==> src/rtl/prq_pkg.sv <==
// Package with the item types, codes and shared constants of the priority queue.
`timescale 1ns / 1ps
package prq_pkg;

    localparam int CAPACITY_DEF = 16;
    localparam int ID_W         = 8;
    localparam int PRI_W        = 8;
    localparam int OCC_W        = 5;

    localparam logic FUNC_ENQ = 1'b0;
    localparam logic FUNC_DEQ = 1'b1;

    localparam logic [1:0] ST_ENQ_OK    = 2'd0;
    localparam logic [1:0] ST_DEQ_OK    = 2'd1;
    localparam logic [1:0] ST_DEQ_EMPTY = 2'd2;
    localparam logic [1:0] ST_ENQ_FULL  = 2'd3;

    typedef struct packed {
        logic             func;
        logic [ID_W-1:0]  item_id;
        logic [PRI_W-1:0] item_priority;
    } prq_in_t;

    typedef struct packed {
        logic [1:0]       status;
        logic [ID_W-1:0]  out_id;
        logic [PRI_W-1:0] out_priority;
        logic [OCC_W-1:0] occupancy;
    } prq_out_t;

    typedef struct packed {
        logic enq;
        logic deq;
    } prq_cmd_t;

    typedef struct packed {
        logic             empty;
        logic             full;
        logic [ID_W-1:0]  head_id;
        logic [PRI_W-1:0] head_priority;
        logic [OCC_W-1:0] occupancy;
    } prq_stat_t;

    typedef enum logic {
        OUT_IDLE,
        OUT_HOLD
    } prq_state_t;

endpackage

==> src/rtl/prq_datapath.sv <==
// Sorted shift-register array of queue entries with per-slot priority compares.
`timescale 1ns / 1ps
module prq_datapath
    import prq_pkg::*;
#(
    parameter int CAPACITY = CAPACITY_DEF
)
(
    input  logic      clk,
    input  logic      rst_n,
    input  prq_cmd_t  cmd,
    input  prq_in_t   in_data,
    output prq_stat_t stat
);

    localparam int CW = $clog2(CAPACITY + 1);

    logic [ID_W-1:0]  slot_id_reg       [CAPACITY];
    logic [ID_W-1:0]  slot_id_next      [CAPACITY];
    logic [PRI_W-1:0] slot_priority_reg [CAPACITY];
    logic [PRI_W-1:0] slot_priority_next[CAPACITY];
    logic [CW-1:0]    count_reg;
    logic [CW-1:0]    count_next;

    // ge[i]: slot i holds an entry that stays ahead of the new one.
    logic [CAPACITY-1:0] ge;
    logic [CAPACITY-1:0] ge_above;
    logic [ID_W-1:0]     id_above  [CAPACITY];
    logic [PRI_W-1:0]    pri_above [CAPACITY];
    logic [ID_W-1:0]     id_below  [CAPACITY];
    logic [PRI_W-1:0]    pri_below [CAPACITY];

    genvar g;
    generate
        for (g = 0; g < CAPACITY; g++) begin : g_slot
            assign ge[g] = (CW'(g) < count_reg) &&
                           (slot_priority_reg[g] >= in_data.item_priority);

            if (g == 0) begin : g_first
                assign ge_above[g]  = 1'b1;
                assign id_above[g]  = in_data.item_id;
                assign pri_above[g] = in_data.item_priority;
            end
            else begin : g_rest
                assign ge_above[g]  = ge[g-1];
                assign id_above[g]  = slot_id_reg[g-1];
                assign pri_above[g] = slot_priority_reg[g-1];
            end

            if (g == CAPACITY - 1) begin : g_last
                assign id_below[g]  = slot_id_reg[g];
                assign pri_below[g] = slot_priority_reg[g];
            end
            else begin : g_inner
                assign id_below[g]  = slot_id_reg[g+1];
                assign pri_below[g] = slot_priority_reg[g+1];
            end

            always_comb
            begin
                slot_id_next[g]       = slot_id_reg[g];
                slot_priority_next[g] = slot_priority_reg[g];
                if (cmd.enq && !ge[g])
                begin
                    if (ge_above[g])
                    begin
                        slot_id_next[g]       = in_data.item_id;
                        slot_priority_next[g] = in_data.item_priority;
                    end
                    else
                    begin
                        slot_id_next[g]       = id_above[g];
                        slot_priority_next[g] = pri_above[g];
                    end
                end
                else if (cmd.deq)
                begin
                    slot_id_next[g]       = id_below[g];
                    slot_priority_next[g] = pri_below[g];
                end
            end

            always_ff @(posedge clk)
            begin
                slot_id_reg[g]       <= slot_id_next[g];
                slot_priority_reg[g] <= slot_priority_next[g];
            end
        end
    endgenerate

    always_comb
    begin
        count_next = count_reg;
        if (cmd.enq)
        begin
            count_next = count_reg + CW'(1);
        end
        else if (cmd.deq)
        begin
            count_next = count_reg - CW'(1);
        end
    end

    always_ff @(posedge clk or negedge rst_n)
    begin
        if (!rst_n)
        begin
            count_reg <= '0;
        end
        else
        begin
            count_reg <= count_next;
        end
    end

    // The count register already holds the occupancy after the last accepted item.
    assign stat.empty         = (count_reg == '0);
    assign stat.full          = (count_reg == CW'(CAPACITY));
    assign stat.head_id       = slot_id_reg[0];
    assign stat.head_priority = slot_priority_reg[0];
    assign stat.occupancy     = OCC_W'(count_reg);

endmodule

==> src/rtl/prq_ctrl.sv <==
// Controller: handshake state machine, command decode and result register.
`timescale 1ns / 1ps
module prq_ctrl
    import prq_pkg::*;
(
    input  logic      clk,
    input  logic      rst_n,
    input  logic      in_valid,
    output logic      in_ready,
    input  logic      func,
    input  prq_stat_t stat,
    output prq_cmd_t  cmd,
    output logic      out_valid,
    input  logic      out_ready,
    output prq_out_t  out_data
);

    prq_state_t state_reg;
    prq_state_t state_next;
    prq_out_t   out_reg;
    prq_out_t   out_next;
    logic       fire;

    always_comb
    begin
        in_ready   = (state_reg == OUT_IDLE) || out_ready;
        fire       = in_valid && in_ready;
        cmd.enq    = fire && (func == FUNC_ENQ) && !stat.full;
        cmd.deq    = fire && (func == FUNC_DEQ) && !stat.empty;
        state_next = state_reg;
        out_next   = out_reg;

        case (state_reg)
            OUT_IDLE:
            begin
                if (fire)
                begin
                    state_next = OUT_HOLD;
                end
            end
            OUT_HOLD:
            begin
                if (!fire && out_ready)
                begin
                    state_next = OUT_IDLE;
                end
            end
            default:
            begin
                state_next = OUT_IDLE;
            end
        endcase

        if (fire)
        begin
            out_next.out_id       = '0;
            out_next.out_priority = '0;
            out_next.occupancy    = '0;
            if (func == FUNC_ENQ)
            begin
                out_next.status = stat.full ? ST_ENQ_FULL : ST_ENQ_OK;
            end
            else if (stat.empty)
            begin
                out_next.status = ST_DEQ_EMPTY;
            end
            else
            begin
                out_next.status       = ST_DEQ_OK;
                out_next.out_id       = stat.head_id;
                out_next.out_priority = stat.head_priority;
            end
        end
    end

    always_ff @(posedge clk or negedge rst_n)
    begin
        if (!rst_n)
        begin
            state_reg <= OUT_IDLE;
        end
        else
        begin
            state_reg <= state_next;
        end
    end

    always_ff @(posedge clk)
    begin
        out_reg <= out_next;
    end

    // The fill count changes only when a new result is loaded, so while a
    // result is held it still shows the occupancy after that item.
    always_comb
    begin
        out_data           = out_reg;
        out_data.occupancy = stat.occupancy;
    end

    assign out_valid = (state_reg == OUT_HOLD);

endmodule

==> src/rtl/priority_ready_queue_top.sv <==
// Top level of the priority queue: controller and sorted entry array.
//
//   Channel   Direction  Handshake             Payload
//   input     in         in_valid / in_ready   in_data  (prq_in_t)
//   result    out        out_valid / out_ready out_data (prq_out_t)
//
// Each item is accepted at a clock edge; the sorted slot array shifts at that
// same edge, and its result is loaded into the result register at that edge
// too. The parallel priority compare across all slots finds the insert point
// in a single step.
// Reset clears the fill count and the result handshake; slot contents are
// not reset and are only read below the fill count. A new item is accepted
// while the previous result is being taken; if the result waits unaccepted,
// in_ready drops until out_ready returns.
`timescale 1ns / 1ps
module priority_ready_queue_top
    import prq_pkg::*;
#(
    parameter int CAPACITY = CAPACITY_DEF
)
(
    input  logic     clk,
    input  logic     rst_n,
    input  logic     in_valid,
    output logic     in_ready,
    input  prq_in_t  in_data,
    output logic     out_valid,
    input  logic     out_ready,
    output prq_out_t out_data
);

    // Commands flow from the controller to the slot array, status flows back.
    prq_cmd_t  cmd;
    prq_stat_t stat;

    prq_ctrl u_ctrl (
        .clk       (clk),
        .rst_n     (rst_n),
        .in_valid  (in_valid),
        .in_ready  (in_ready),
        .func      (in_data.func),
        .stat      (stat),
        .cmd       (cmd),
        .out_valid (out_valid),
        .out_ready (out_ready),
        .out_data  (out_data)
    );

    // The array keeps entries ordered by priority, oldest first among equals.
    prq_datapath #(
        .CAPACITY (CAPACITY)
    ) u_datapath (
        .clk     (clk),
        .rst_n   (rst_n),
        .cmd     (cmd),
        .in_data (in_data),
        .stat    (stat)
    );

endmodule
==> config.mk <==
export PLATFORM = sky130hd
export DESIGN_NAME = priority_ready_queue_top
export DESIGN_NICKNAME = d
export VERILOG_FILES = /design/src/rtl/prq_pkg.sv /design/src/rtl/prq_datapath.sv /design/src/rtl/prq_ctrl.sv /design/src/rtl/priority_ready_queue_top.sv
export SDC_FILE = /design/constraint.sdc
export NUM_CORES = 1
export LEC_CHECK = 0
export ABC_AREA = 0
export BUFFER_PORTS_ARGS = -buffer_cell sky130_fd_sc_hd__buf_2
export CAP_MARGIN = 15
export CORE_UTILIZATION = 58
export CTS_BUF_LIST = sky130_fd_sc_hd__clkbuf_8
export DETAILED_ROUTE_END_ITERATION = 10
export MAX_ROUTING_LAYER = met4
export PLACE_DENSITY_LB_ADDON = 0.15
export REMOVE_ABC_BUFFERS = 1
export SLEW_MARGIN = 0
export SYNTH_ARGS = -nofsm -noshare
export SYNTH_HDL_FRONTEND = slang
export SYNTH_SLANG_ARGS = --single-unit
==> constraint.sdc <==
create_clock -name clk -period 3.8 [get_ports clk]
set_clock_uncertainty 0.1 [all_clocks]
set_input_delay 0.19 -clock clk [delete_from_list [all_inputs] [get_ports clk]]
set_output_delay 0.19 -clock clk [all_outputs]
set_load 0.02 [all_outputs]
==> results.txt <==
Post-Route WL -> 58.5 mm
internal power -> 7330 µW
1st-pass router iterations -> 8
Clock H-tree levels -> 2
Sw Ratio -> 0.394
Psw -> 4760 µW
dpl hpwl -> 40.1 mm
register area -> 0.00838 mm²
status -> finished, final reports clean
top_reg_cell synth -> edfxtp_1
worst setup margin -> 0.438 ns
critical-path cell list -> buf_4 -> or2_1 -> a21oi_4 -> o21ba_1 -> or3_1 -> nand2_1
final setup fails -> 0
die width -> 185 µm
Yosys Warn Count -> 0
antenna-violating nets left -> 0
TNS Setup -> 0 ns
CTS tree -> done
via count -> 16,700
vias in the first global route -> 15,700
Multi-input gate area -> 0.00999 mm²
largest net degree at the start of global routing -> 39
clock network fraction of total power -> 0.207
GR Overflow Total -> 0
Syn-to-layout area delta -> 8.24%
Avg Inst Size Synth -> 10.3 µm²
Avg Vias per Cell -> 7.08
row count -> 66
All-Layer GR Usage -> 0.352
PwrDens -> 577 mW/mm²
Sink Count -> 280
worst-margin pin slew -> 1.10 ns
Mapped Cells -> 1,875
Ant. Diodes -> 0
Synth area leaders -> edfxtp_1, ha_1, a221oi_1, a22o_1, a21oi_1
core area -> 0.0327 mm²
Setup crit start kind -> register
buffers added on ports -> 45
combinational power share -> 0.401
most instantiated library cell after synthesis -> edfxtp_1
Die Y-Extent -> 185 µm
Reg power frac -> 0.392
routed length per instance -> 24.7 µm
Tmin final -> 3.36 ns
Seq/Total Area, Yosys -> 0.433
Post-route DRC -> 0
Max Cap Viol -> 0
IO Pins -> 46
Final Cycle Share -> 0.885
worst skew pair latency -> 0.63 ns
fill cell count -> 2,720
Worst Path Arrival -> 3.52 ns
max-slew violations -> 0
post-CTS setup buffers -> 0
Place WS -> 0.200 ns
# nets final -> 2,043
post-synth cell types -> 73
cell area after layout -> 0.0209 mm²
Syn Std Cell Area -> 0.0193 mm²
CP Launch Point -> u_datapath.count_reg[3]
CTS Buf Count -> 49
f_max -> 0.297 GHz
Worst Hold Class -> in2reg
reg-to-reg startpoint -> u_datapath.count_reg[3]
Root Buffer -> clkbuf_8
slew margin rel. -> 0.264
CP peak stage delay -> 0.53 ns
Worst Path Max Fanout -> 18
die area -> 0.0341 mm²
Synth async-reset ratio -> 0.0214
top-area cell type share of the netlist area -> 0.425
area leader, netlist -> edfxtp_1
Peak VDD IR -> 341 µV
Commonest cells post-synth -> edfxtp_1, a21oi_1, nor2_1
Final Wtd Congestion -> 0.915
final hold violations -> 0
worst hold start -> in_data[1]
Worst-path clk slew -> 0.06 ns
Crit. End Element -> register
global-route wire length before repair -> 88.3 mm
Synth Register Bits -> 280
1st-iter DRT viols -> 1,624
DP Area -> 0.0200 mm²
slowest CP cell -> nand2_1
WS Path Type -> reg2reg
Leak -> 0.00782 µW
initial antenna violation count -> 0
Worst Path Required -> 3.95 ns
RSZ-0062 raised after global routing -> no
number of flops mapped to enable cells by yosys -> 274
Starting Density -> 0.591
proportion of layout cells with a drive suffix above 1 -> 0.144
Max Buffers Root-to-Sink -> 3
power groups by stage:
stage	sequential (µW)	clock (µW)	combinational, µW
4_1_cts	4700	2520	4780
5_1_grt	4760	2630	5300
3_5_place_dp	4760	0	4750
6_report	4730	2500	4850
3_3_place_gp	4750	0	4580
2_1_floorplan	4610	0	3290
through the flow:
stage	util	hold WS, ns	std cells	power (µW)
after global routing	0.640	0.153	2364	12700
after global placement	0.613	-0.0708	2275	9330
after detailed placement	0.613	-0.0672	2275	9510
after CTS	0.640	0.102	2363	12000
final	0.640	0.149	2364	12100
after floorplan	-	-0.206	1697	7900
logic make-up (layout without fill, tap and decap cells):
group,count (synthesis),in the layout,synth area share
AO/OA/AOI/OAI,757,757,0.290
XOR/XNOR,5,5,0.00226
flip-flops,280,280,0.433
adder cells (fa/ha/maj),132,132,0.0854
AND/OR/NAND/NOR,398,398,0.0959
multiplexers,73,73,0.0405
buffers and inverters,230,277,0.0525
layout make-up:
cell class,instances,share of cell area
well taps,442,0.0264
repair buffers,142,0.0473
flip-flops and latches,280,0.400
clock buffers,51,0.0335
clock inverters,32,0.00616
multi-input cells,1365,0.477
inverters,52,0.00932
worst paths after layout:
| path | end | slack [ns] | depth (start not counted) |
|---|---|---|---|
| max in group asynchronous | u_datapath.count_reg[0] | 2.89 | 3 |
| min in group asynchronous | u_datapath.count_reg[4] | 0.44 | 3 |
| worst max-delay path | u_datapath.slot_id_reg[0][35] | 0.44 | 6 |
| worst min-delay path | u_datapath.slot_priority_reg[1][57] | 0.15 | 4 |
| worst min register to register | u_datapath.slot_id_reg[1][56] | 0.48 | 1 |
| worst max register to register | u_datapath.slot_id_reg[0][35] | 0.44 | 6 |
worst max-delay path: cells and delay by family, from the launching register on:
family | cells | cell delay (ns)
buf+inv | 1 | 0.23
simple gates | 3 | 1.27
flops | 1 | 0.48
compound gates | 2 | 0.88
metal layers:
layer	vias to the layer above	global-route usage	share of wire
met2	937	0.583	0.49
met3	162	0.0512	0.088
li1	7476	-	-
met4	0	0.146	0.035
met5	-	-	0
met1	8155	0.432	0.39
cells in the final DEF, fill, tap and decap left out, types with 11 or more instances in the layout:
cell type and n:
edfxtp_1 274, a21oi_1 163, nor2_1 161, a221oi_1 160, a22o_1 141, ha_1 132
nand2_1 119, buf_4 90, o21ai_0 81, inv_1 67, clkbuf_8 51, buf_2 45
o211ai_1 36, mux2_2 35, mux2i_1 31, nand2b_1 28, a22oi_1 24, and2_1 20
a21oi_2 18, o21a_1 17, a31oi_1 16, o21ai_1 16, a32o_1 16, nand4_1 15
clkinv_1 12, nor3_1 12, a211oi_1 11
what timing repair did:
action,in CTS,in global routing
hold buffers,5,0
endpoints found under the hold margin,11,0
gates resized for setup,0,1
setup endpoints to repair,0,160
(Power assumes the default switching activity.)
